--- src/rtl/core/cdt_pkg.sv ---
// Package for the code history dedup table: sizes, FSM state type and
// the command/status structs between controller and datapath.
// No dependencies.
`default_nettype none

package cdt_pkg;

  // Table geometry
  localparam int unsigned ENTRIES    = 16;
  localparam int unsigned CODE_BYTES = 32;
  localparam int unsigned BYTE_W     = 8;

  // Derived widths
  localparam int unsigned SLOT_W      = $clog2(ENTRIES);
  localparam int unsigned POS_W       = $clog2(CODE_BYTES);
  localparam int unsigned LEN_W       = $clog2(CODE_BYTES + 1);
  localparam int unsigned CNT_W       = $clog2(ENTRIES + 1);
  localparam int unsigned MEM_AW      = SLOT_W + POS_W;
  localparam int unsigned MEM_DEPTH   = ENTRIES * (1 << POS_W);
  localparam int unsigned OUT_TDATA_W = ((1 + CNT_W + 7) / 8) * 8;

  // Controller states
  typedef enum logic [2:0] {
    ST_IDLE,
    ST_SCAN,
    ST_DRAIN,
    ST_DECIDE,
    ST_COPY,
    ST_DONE
  } cdt_state_e;

  // Controller to datapath
  typedef struct packed {
    logic take;        // capture the incoming byte
    logic scan_issue;  // read the stored byte of the next entry
    logic decide;      // evaluate the match, write entry length
    logic copy_write;  // copy one staging byte into the table
    logic emit;        // load the result, update count, clear staging
  } cdt_cmd_t;

  // Datapath to controller
  typedef struct packed {
    logic need_scan;   // byte is stored and there are entries to compare
    logic in_last;     // tlast of the byte on the input
    logic last_q;      // captured byte closes the code
    logic scan_last;   // last entry read is being issued
    logic dup;         // combinational match result
    logic dup_q;       // registered match result
    logic copy_last;   // last staging byte is being copied
    logic out_busy;    // result register cannot take a new result
  } cdt_status_t;

endpackage

`default_nettype wire

--- src/rtl/core/cdt_ram.sv ---
// Generic single-write, single-read RAM with registered read data.
// No dependencies.
`default_nettype none

module cdt_ram #(
  parameter int unsigned WIDTH = 8,
  parameter int unsigned DEPTH = 512
) (
  input  wire logic                     clk_i,
  input  wire logic                     we_i,
  input  wire logic [$clog2(DEPTH)-1:0] waddr_i,
  input  wire logic [WIDTH-1:0]         wdata_i,
  input  wire logic [$clog2(DEPTH)-1:0] raddr_i,
  output logic      [WIDTH-1:0]         rdata_o
);

  logic [WIDTH-1:0] mem_q [DEPTH];

  // Write port and registered read port
  always_ff @(posedge clk_i) begin
    if (we_i) begin
      mem_q[waddr_i] <= wdata_i;
    end
    rdata_o <= mem_q[raddr_i];
  end

endmodule

`default_nettype wire

--- src/rtl/core/cdt_ctrl.sv ---
// Controller FSM of the code history dedup table: sequences byte intake,
// entry scan, match decision, table copy and result hand-off.
// Depends on cdt_pkg.
`default_nettype none

module cdt_ctrl (
  input  wire logic                clk_i,
  input  wire logic                rst_ni,
  input  wire logic                in_valid_i,
  output logic                     in_ready_o,
  input  wire cdt_pkg::cdt_status_t status_i,
  output cdt_pkg::cdt_cmd_t        cmd_o
);

  import cdt_pkg::*;

  cdt_state_e state_q, state_d;

  // Next state
  always_comb begin
    state_d = state_q;
    case (state_q)
      ST_IDLE: begin
        if (in_valid_i) begin
          if (status_i.need_scan) begin
            state_d = ST_SCAN;
          end else if (status_i.in_last) begin
            state_d = ST_DECIDE;
          end
        end
      end
      ST_SCAN: begin
        if (status_i.scan_last) begin
          state_d = ST_DRAIN;
        end
      end
      ST_DRAIN: begin
        state_d = status_i.last_q ? ST_DECIDE : ST_IDLE;
      end
      ST_DECIDE: begin
        state_d = status_i.dup ? ST_DONE : ST_COPY;
      end
      ST_COPY: begin
        if (status_i.copy_last) begin
          state_d = ST_DONE;
        end
      end
      ST_DONE: begin
        if (!status_i.out_busy) begin
          state_d = ST_IDLE;
        end
      end
      default: state_d = ST_IDLE;
    endcase
  end

  // Outputs
  always_comb begin
    cmd_o      = '0;
    in_ready_o = 1'b0;
    case (state_q)
      ST_IDLE: begin
        in_ready_o = 1'b1;
        cmd_o.take = in_valid_i;
      end
      ST_SCAN:   cmd_o.scan_issue = 1'b1;
      ST_DRAIN:  ;
      ST_DECIDE: cmd_o.decide = 1'b1;
      ST_COPY:   cmd_o.copy_write = 1'b1;
      ST_DONE:   cmd_o.emit = !status_i.out_busy;
      default:   ;
    endcase
  end

  // State register
  always_ff @(posedge clk_i or negedge rst_ni) begin
    if (!rst_ni) begin
      state_q <= ST_IDLE;
    end else begin
      state_q <= state_d;
    end
  end

endmodule

`default_nettype wire

--- src/rtl/core/cdt_datapath.sv ---
// Datapath of the code history dedup table: staging buffer, entry lengths,
// per-entry match flags, entry byte RAM, counters and result register.
// Depends on cdt_pkg and cdt_ram.
`default_nettype none

module cdt_datapath (
  input  wire logic                         clk_i,
  input  wire logic                         rst_ni,
  input  wire logic [cdt_pkg::BYTE_W-1:0]   in_byte_i,
  input  wire logic                         in_last_i,
  input  wire cdt_pkg::cdt_cmd_t            cmd_i,
  output cdt_pkg::cdt_status_t              status_o,
  output logic                              out_valid_o,
  input  wire logic                         out_ready_i,
  output logic                              out_dup_o,
  output logic [cdt_pkg::CNT_W-1:0]         out_cnt_o
);

  import cdt_pkg::*;

  // Staging buffer and current byte
  logic [BYTE_W-1:0] staging_q [CODE_BYTES];
  logic [LEN_W-1:0]  stg_len_q;
  logic [BYTE_W-1:0] byte_q;
  logic [POS_W-1:0]  pos_q;
  logic              last_q;

  // Table bookkeeping
  logic [LEN_W-1:0]  len_q [ENTRIES];
  logic [CNT_W-1:0]  count_q;
  logic [SLOT_W-1:0] oldest_q;
  logic [ENTRIES-1:0] match_q;

  // Scan, decision and copy
  logic [SLOT_W-1:0] scan_e_q;
  logic              cmp_valid_q;
  logic [SLOT_W-1:0] cmp_idx_q;
  logic              dup_q;
  logic [SLOT_W-1:0] slot_q;
  logic [POS_W-1:0]  copy_i_q;

  // Result register
  logic              out_valid_q;
  logic              out_dup_q;
  logic [CNT_W-1:0]  out_cnt_q;

  logic [BYTE_W-1:0] rd_data;
  logic              pos_ok;
  logic              full;
  logic              dup;
  logic [SLOT_W-1:0] slot_d;
  logic [CNT_W-1:0]  count_nx;
  logic [ENTRIES-1:0] short_hit;

  assign pos_ok   = stg_len_q < LEN_W'(CODE_BYTES);
  assign full     = count_q == CNT_W'(ENTRIES);
  assign slot_d   = full ? oldest_q : count_q[SLOT_W-1:0];
  assign count_nx = (!dup_q && !full) ? count_q + CNT_W'(1) : count_q;

  // Per-entry checks: too short at this position, and final match
  always_comb begin
    dup       = 1'b0;
    short_hit = '0;
    for (int e = 0; e < ENTRIES; e++) begin
      if (CNT_W'(e) < count_q) begin
        short_hit[e] = len_q[e] <= LEN_W'(stg_len_q);
        if (match_q[e] && len_q[e] == stg_len_q) begin
          dup = 1'b1;
        end
      end
    end
  end

  // Entry byte storage: written by the copy, read by the scan
  cdt_ram #(
    .WIDTH (BYTE_W),
    .DEPTH (MEM_DEPTH)
  ) u_bytes (
    .clk_i   (clk_i),
    .we_i    (cmd_i.copy_write),
    .waddr_i ({slot_q, copy_i_q}),
    .wdata_i (staging_q[copy_i_q]),
    .raddr_i ({scan_e_q, pos_q}),
    .rdata_o (rd_data)
  );

  // Status to the controller
  always_comb begin
    status_o.need_scan = pos_ok && (count_q != '0);
    status_o.in_last   = in_last_i;
    status_o.last_q    = last_q;
    status_o.scan_last = scan_e_q == SLOT_W'(count_q - CNT_W'(1));
    status_o.dup       = dup;
    status_o.dup_q     = dup_q;
    status_o.copy_last = copy_i_q == POS_W'(stg_len_q - LEN_W'(1));
    status_o.out_busy  = out_valid_q && !out_ready_i;
  end

  // Payload registers without reset
  always_ff @(posedge clk_i) begin
    if (cmd_i.take) begin
      byte_q <= in_byte_i;
      pos_q  <= stg_len_q[POS_W-1:0];
      last_q <= in_last_i;
      if (pos_ok) begin
        staging_q[stg_len_q[POS_W-1:0]] <= in_byte_i;
      end
    end
    if (cmd_i.decide) begin
      dup_q  <= dup;
      slot_q <= slot_d;
      if (!dup) begin
        len_q[slot_d] <= stg_len_q;
      end
    end
    if (cmd_i.emit) begin
      out_dup_q <= dup_q;
      out_cnt_q <= count_nx;
    end
    cmp_idx_q <= scan_e_q;
  end

  // Counters, staging length and result valid
  always_ff @(posedge clk_i or negedge rst_ni) begin
    if (!rst_ni) begin
      stg_len_q   <= '0;
      count_q     <= '0;
      oldest_q    <= '0;
      scan_e_q    <= '0;
      copy_i_q    <= '0;
      cmp_valid_q <= 1'b0;
      out_valid_q <= 1'b0;
    end else begin
      cmp_valid_q <= cmd_i.scan_issue;
      if (cmd_i.take) begin
        scan_e_q <= '0;
        if (pos_ok) begin
          stg_len_q <= stg_len_q + LEN_W'(1);
        end
      end else if (cmd_i.scan_issue) begin
        scan_e_q <= scan_e_q + SLOT_W'(1);
      end
      if (cmd_i.decide) begin
        copy_i_q <= '0;
      end else if (cmd_i.copy_write) begin
        copy_i_q <= copy_i_q + POS_W'(1);
      end
      if (cmd_i.emit) begin
        stg_len_q <= '0;
        count_q   <= count_nx;
        if (!dup_q && full) begin
          oldest_q <= (oldest_q == SLOT_W'(ENTRIES - 1)) ? '0 : oldest_q + SLOT_W'(1);
        end
      end
      if (cmd_i.emit) begin
        out_valid_q <= 1'b1;
      end else if (out_ready_i) begin
        out_valid_q <= 1'b0;
      end
    end
  end

  // Match flags: cleared on short entries and byte mismatches
  always_ff @(posedge clk_i or negedge rst_ni) begin
    if (!rst_ni) begin
      match_q <= '1;
    end else if (cmd_i.emit) begin
      match_q <= '1;
    end else begin
      if (cmd_i.take && pos_ok) begin
        match_q <= match_q & ~short_hit;
      end
      if (cmp_valid_q && rd_data != byte_q) begin
        match_q[cmp_idx_q] <= 1'b0;
      end
    end
  end

  assign out_valid_o = out_valid_q;
  assign out_dup_o   = out_dup_q;
  assign out_cnt_o   = out_cnt_q;

endmodule

`default_nettype wire

--- src/rtl/core/code_history_dedup_table.sv ---
// Code history dedup table: keeps the most recent distinct codes and flags
// repeats. Input on the slave stream, one code byte per transfer, tlast on
// the final byte of a code. One result transfer per code on the master
// stream: tdata[0] = was_duplicate, tdata[CNT_W:1] = stored_count.
//
// Per accepted byte: the byte is captured in the idle state; when there is
// something to compare (table not empty and byte within the per-entry
// capacity), the stored entries are then walked one entry per cycle through
// the single read port of the entry byte RAM, followed by a drain state.
// After the final byte: a decision state, then copy states for a new code
// (none for a repeat), then a state that loads the result register.
// Reset empties the table and the staging buffer; no clearing pass runs.
// The result register holds a result until the receiver takes it; the
// next code's bytes are still accepted meanwhile, and the block only waits
// when a second result is ready before the first has been taken.
// Depends on cdt_pkg, cdt_ctrl, cdt_datapath and cdt_ram.
`default_nettype none

module code_history_dedup_table (
  input  wire logic                             clk_i,
  input  wire logic                             rst_ni,
  // slave stream, tdata: code_byte[7:0]; tlast: last_byte
  input  wire logic                             s_axis_tvalid,
  output logic                                  s_axis_tready,
  input  wire logic [7:0]                       s_axis_tdata,
  input  wire logic                             s_axis_tlast,
  // master stream, tdata: was_duplicate[0], stored_count[CNT_W:1], zero pad
  output logic                                  m_axis_tvalid,
  input  wire logic                             m_axis_tready,
  output logic [cdt_pkg::OUT_TDATA_W-1:0]       m_axis_tdata
);

  import cdt_pkg::*;

  cdt_cmd_t    cmd;
  cdt_status_t status;
  logic        out_dup;
  logic [CNT_W-1:0] out_cnt;

  // Controller
  cdt_ctrl u_ctrl (
    .clk_i      (clk_i),
    .rst_ni     (rst_ni),
    .in_valid_i (s_axis_tvalid),
    .in_ready_o (s_axis_tready),
    .status_i   (status),
    .cmd_o      (cmd)
  );

  // Datapath
  cdt_datapath u_dp (
    .clk_i       (clk_i),
    .rst_ni      (rst_ni),
    .in_byte_i   (s_axis_tdata[BYTE_W-1:0]),
    .in_last_i   (s_axis_tlast),
    .cmd_i       (cmd),
    .status_o    (status),
    .out_valid_o (m_axis_tvalid),
    .out_ready_i (m_axis_tready),
    .out_dup_o   (out_dup),
    .out_cnt_o   (out_cnt)
  );

  // Result packing
  assign m_axis_tdata = OUT_TDATA_W'({out_cnt, out_dup});

  // At most one datapath command per cycle
  assert property (@(posedge clk_i) disable iff (!rst_ni)
    $onehot0({cmd.take, cmd.scan_issue, cmd.decide, cmd.copy_write, cmd.emit}))
    else $error("more than one datapath command active");

  // A repeated code is never copied into the table
  assert property (@(posedge clk_i) disable iff (!rst_ni)
    cmd.copy_write |-> !status.dup_q)
    else $error("copy started for a duplicate code");

  // After any code the table holds at least one and at most ENTRIES codes
  assert property (@(posedge clk_i) disable iff (!rst_ni)
    m_axis_tvalid |-> (out_cnt != '0) && (out_cnt <= CNT_W'(ENTRIES)))
    else $error("stored count out of range");

  // A byte is only taken while the input handshake completes
  assert property (@(posedge clk_i) disable iff (!rst_ni)
    cmd.take |-> s_axis_tvalid && s_axis_tready)
    else $error("byte captured without an input transfer");

endmodule

`default_nettype wire

--- config.mk ---
export PLATFORM = sky130hd
export DESIGN_NAME = code_history_dedup_table
export DESIGN_NICKNAME = d
export VERILOG_FILES = /design/src/rtl/core/cdt_pkg.sv /design/src/rtl/core/cdt_ram.sv /design/src/rtl/core/cdt_ctrl.sv /design/src/rtl/core/cdt_datapath.sv /design/src/rtl/core/code_history_dedup_table.sv
export SDC_FILE = /design/constraint.sdc
export NUM_CORES = 2
export LEC_CHECK = 0
export ABC_CLOCK_PERIOD_IN_PS = 8340
export BUFFER_PORTS_ARGS = -buffer_cell sky130_fd_sc_hd__buf_4
export CORE_AREA = 3 3 573 575
export DETAILED_ROUTE_END_ITERATION = 7
export DIE_AREA = 0 0 576 578
export MAX_ROUTING_LAYER = met4
export PLACE_DENSITY_LB_ADDON = 0.25
export SLEW_MARGIN = 10
export SYNTH_ARGS = -nofsm -noshare
export SYNTH_HDL_FRONTEND = slang
export SYNTH_MEMORY_MAX_BITS = 65536
export SYNTH_SLANG_ARGS = --single-unit
--- constraint.sdc ---
create_clock -name clk_i -period 8.34 [get_ports clk_i]
set_clock_uncertainty 0.1 [all_clocks]
set_input_delay 2.085 -clock clk_i [delete_from_list [all_inputs] [get_ports clk_i]]
set_output_delay 2.085 -clock clk_i [all_outputs]
set_load 0.02 [all_outputs]
==> results.toml <==
[yosys]
ys_seq_area_share_pct = 76.44
synth_top_area_share_pct = 75.66
post_synth_num_cell_types = 82
yosysWarnings = 0
ys.flop_type = "edfxtp_1"
synthArstFlopShare_pct = 0.9934
synth_edf_count = 4473
syn_area_um2 = 177500
ys_seq_elements = 4530
synth.most_common_cell = "edfxtp_1"
netlist_top_cells_count = "edfxtp_1 (4473), mux4_2 (1029), nor2_1 (681)"
synth_area_per_cell_um2 = 20.57
synth.area.top_cells = "edfxtp_1 (76%), mux4_2 (13%), nor2_1 (1.4%), mux2i_1 (1.4%), ha_1 (0.78%)"
synthCells = 8631
yosys.area.top_type = "edfxtp_1"

[clock_tree]
clkSinkCount = 4530
ctsRootBufferMaster = "clkbuf_16"
cts_hold_buf = 0
cts_resized = 0
clk_pin_slew_ps = 60
numCtsBuffers = 435
cts_tree = "done"
cts_max_path_buffers = 4
cts_setup_buffers = 0
htreeDepth = 5
insertion_delay_ps = 960

[die]
pin_count = 23
die_w_um = 576
die-area_um2 = 332900
rows = 209
chipHeight_um = 578
core_area_um2 = 323700
initial_core_util_pct = 54.84

[timing]
period_needed_ps = 5499
slew_viol_final = 0
setup_ws_ps = 2841
finalSetupViolCount = 0
fin_crit_sh_pct = 65.94
tightestPinTransition_ps = 1326
hold_viol = 0
relSlewSlack_pct = 10.42
rsz0062_at_grt = "false"
setup_tns_ps = 0
fmax_mhz = 181.8

[hold_path]
min_path_type = "register to register"

[drt]
antenna_left = 0
first_pass_iters = 8
wl_per_cell_um = 34.96
drt-initial-drc-count = 12330
routed_wl_mm = 471.2
drc = 20
dr_total_vias = 90710
vias_per_cell = 6.730

[global_routing]
grt_pass1_wl_mm = 671.4
grt_usage_pct = 29.10
grt_max_degree = 229
grt_pass1_vias = 89290
overflow = 0
antenna_found_initial = 17

[final_layout]
areaGrowthSynthToFinish_pct = 10.90
layout-drive-gt1-share_pct = 21.53
post-route-util_pct = 60.81
finalNetCount = 8896

[status]
status = "complete, but fails checks"
violations = "design-rule violations"

[placement]
place_congestion = 0.8839
place_ws_ps = 2706
numPortBuffers = 20
dp_hpwl_mm = 278.5

[critical_path]
start_kind = "register"
crit_type = "register to register"
arrival_ps = 5980
endpoint_kind = "register"
worst_ep_required_time_ps = 8820
path_max_fanout = 151

[power_and_ir_drop]
power_uw = 65290
p_leak_uw = 0.06113
power.density_nw_per_um2 = 331.6
vdd_drop_max_uv = 419.7

[job]
maxCapViolCount = 0
## layout make-up
| class | instances | area [µm²] |
|---|---|---|
| antenna | 23 | 57.56 |
| clock buffer | 548 | 11600 |
| clock inverter | 247 | 2527 |
| fill | 22440 | 126900 |
| inverter | 55 | 207.7 |
| multi-input combinational | 3543 | 39380 |
| sequential | 4530 | 135700 |
| tap | 4325 | 5411 |
| timing repair buffer | 208 | 1984 |
## layout by cell type, fill, tap and decap left out, types with 33 or more instances in the layout
cell type,synthesis,layout
nand2_1,221,204
o22ai_1,55,55
clkinv_1,0,94
nor2b_1,51,42
edfxtp_1,4473,4473
o21ai_0,115,114
a221oi_1,36,36
mux4_2,1029,1029
clkinv_2,0,77
clkbuf_16,0,442
a22oi_1,148,148
bufinv_16,0,48
buf_4,85,176
nand4_1,51,51
mux2i_1,242,242
a21oi_1,130,130
o221ai_1,34,34
inv_1,55,54
ha_1,110,110
nor3_1,54,52
mux2_2,41,33
nor2_1,681,678
clkbuf_1,219,92
nand3_1,115,115
## cell families after synthesis
kind of cell | count (synthesis) | share of synthesized area, %
XOR/XNOR | 33 | 0.1628
AND/OR/NAND/NOR | 1328 | 3.379
other | 1 | 0.002112
buffers and inverters | 559 | 1.613
AO/OA/AOI/OAI | 757 | 2.941
multiplexers | 1313 | 14.69
flip-flops | 4530 | 76.44
adder cells (fa/ha/maj) | 110 | 0.7753
## report_power, final
part	switching (µW)	internal [µW]
logic	10800	3690
registers	358	30700
clock network	8390	11300
## registers in the layout (all words and copies together), names as in the netlist, 5 cells and up
register	flops
u_dp.u_bytes.mem_q	4096
u_dp.byte_q	8
u_dp.copy_i_q	5
u_dp.len_q	96
u_dp.u_bytes.rdata_o	8
u_dp.count_q	5
u_dp.staging_q	256
u_dp.stg_len_q	6
u_dp.pos_q	5
u_dp.out_cnt_o	5
u_dp.match_q	16
## routing by layer
layer	routed length, µm	track usage (%)	vias to the layer above	part of all wire, %
li1	-	-	36170	-
met1	175900	39.64	47870	37
met2	223400	43.72	5578	47
met3	50000	5.967	1091	11
met4	21890	11.56	0	4.6
met5	0	-	-	0
## final timing paths
| path | startpoint | endpoint | slack, ps | depth (start not counted) |
|---|---|---|---|---|
| min | u_dp.scan_e_q[2] | u_dp.cmp_idx_q[2] | 380 | 0 |
| max in group asynchronous | rst_ni | u_dp.scan_e_q[0] | 6540 | 1 |
| min in group asynchronous | rst_ni | u_dp.stg_len_q[0] | 1050 | 1 |
| min reg2reg | u_dp.scan_e_q[2] | u_dp.cmp_idx_q[2] | 380 | 0 |
| max | u_dp.copy_i_q[1] | u_dp.u_bytes.mem_q[469][5] | 2840 | 6 |
| max reg2reg | u_dp.copy_i_q[1] | u_dp.u_bytes.mem_q[469][5] | 2840 | 6 |
## critical path, stage by stage (launching register included)
cell and delay, ps:
dfrtp_2 1120, buf_4 520, mux4_2 280, mux4_2 240
mux2_8 660, buf_4 840, buf_4 920
## metrics by stage
stage / std cells / hold WS [ps] / area (µm²)
finish: 13480 / 377.5 / 196900
global route: 13470 / 395.0 / 196900
CTS: 13450 / 375.4 / 196700
detailed placement: 12660 / 360.2 / 182600
global placement: 12660 / 354.1 / 182600
floorplan: 8632 / 298.0 / 177500
Note: power is estimated with default switching activity, not from simulation.
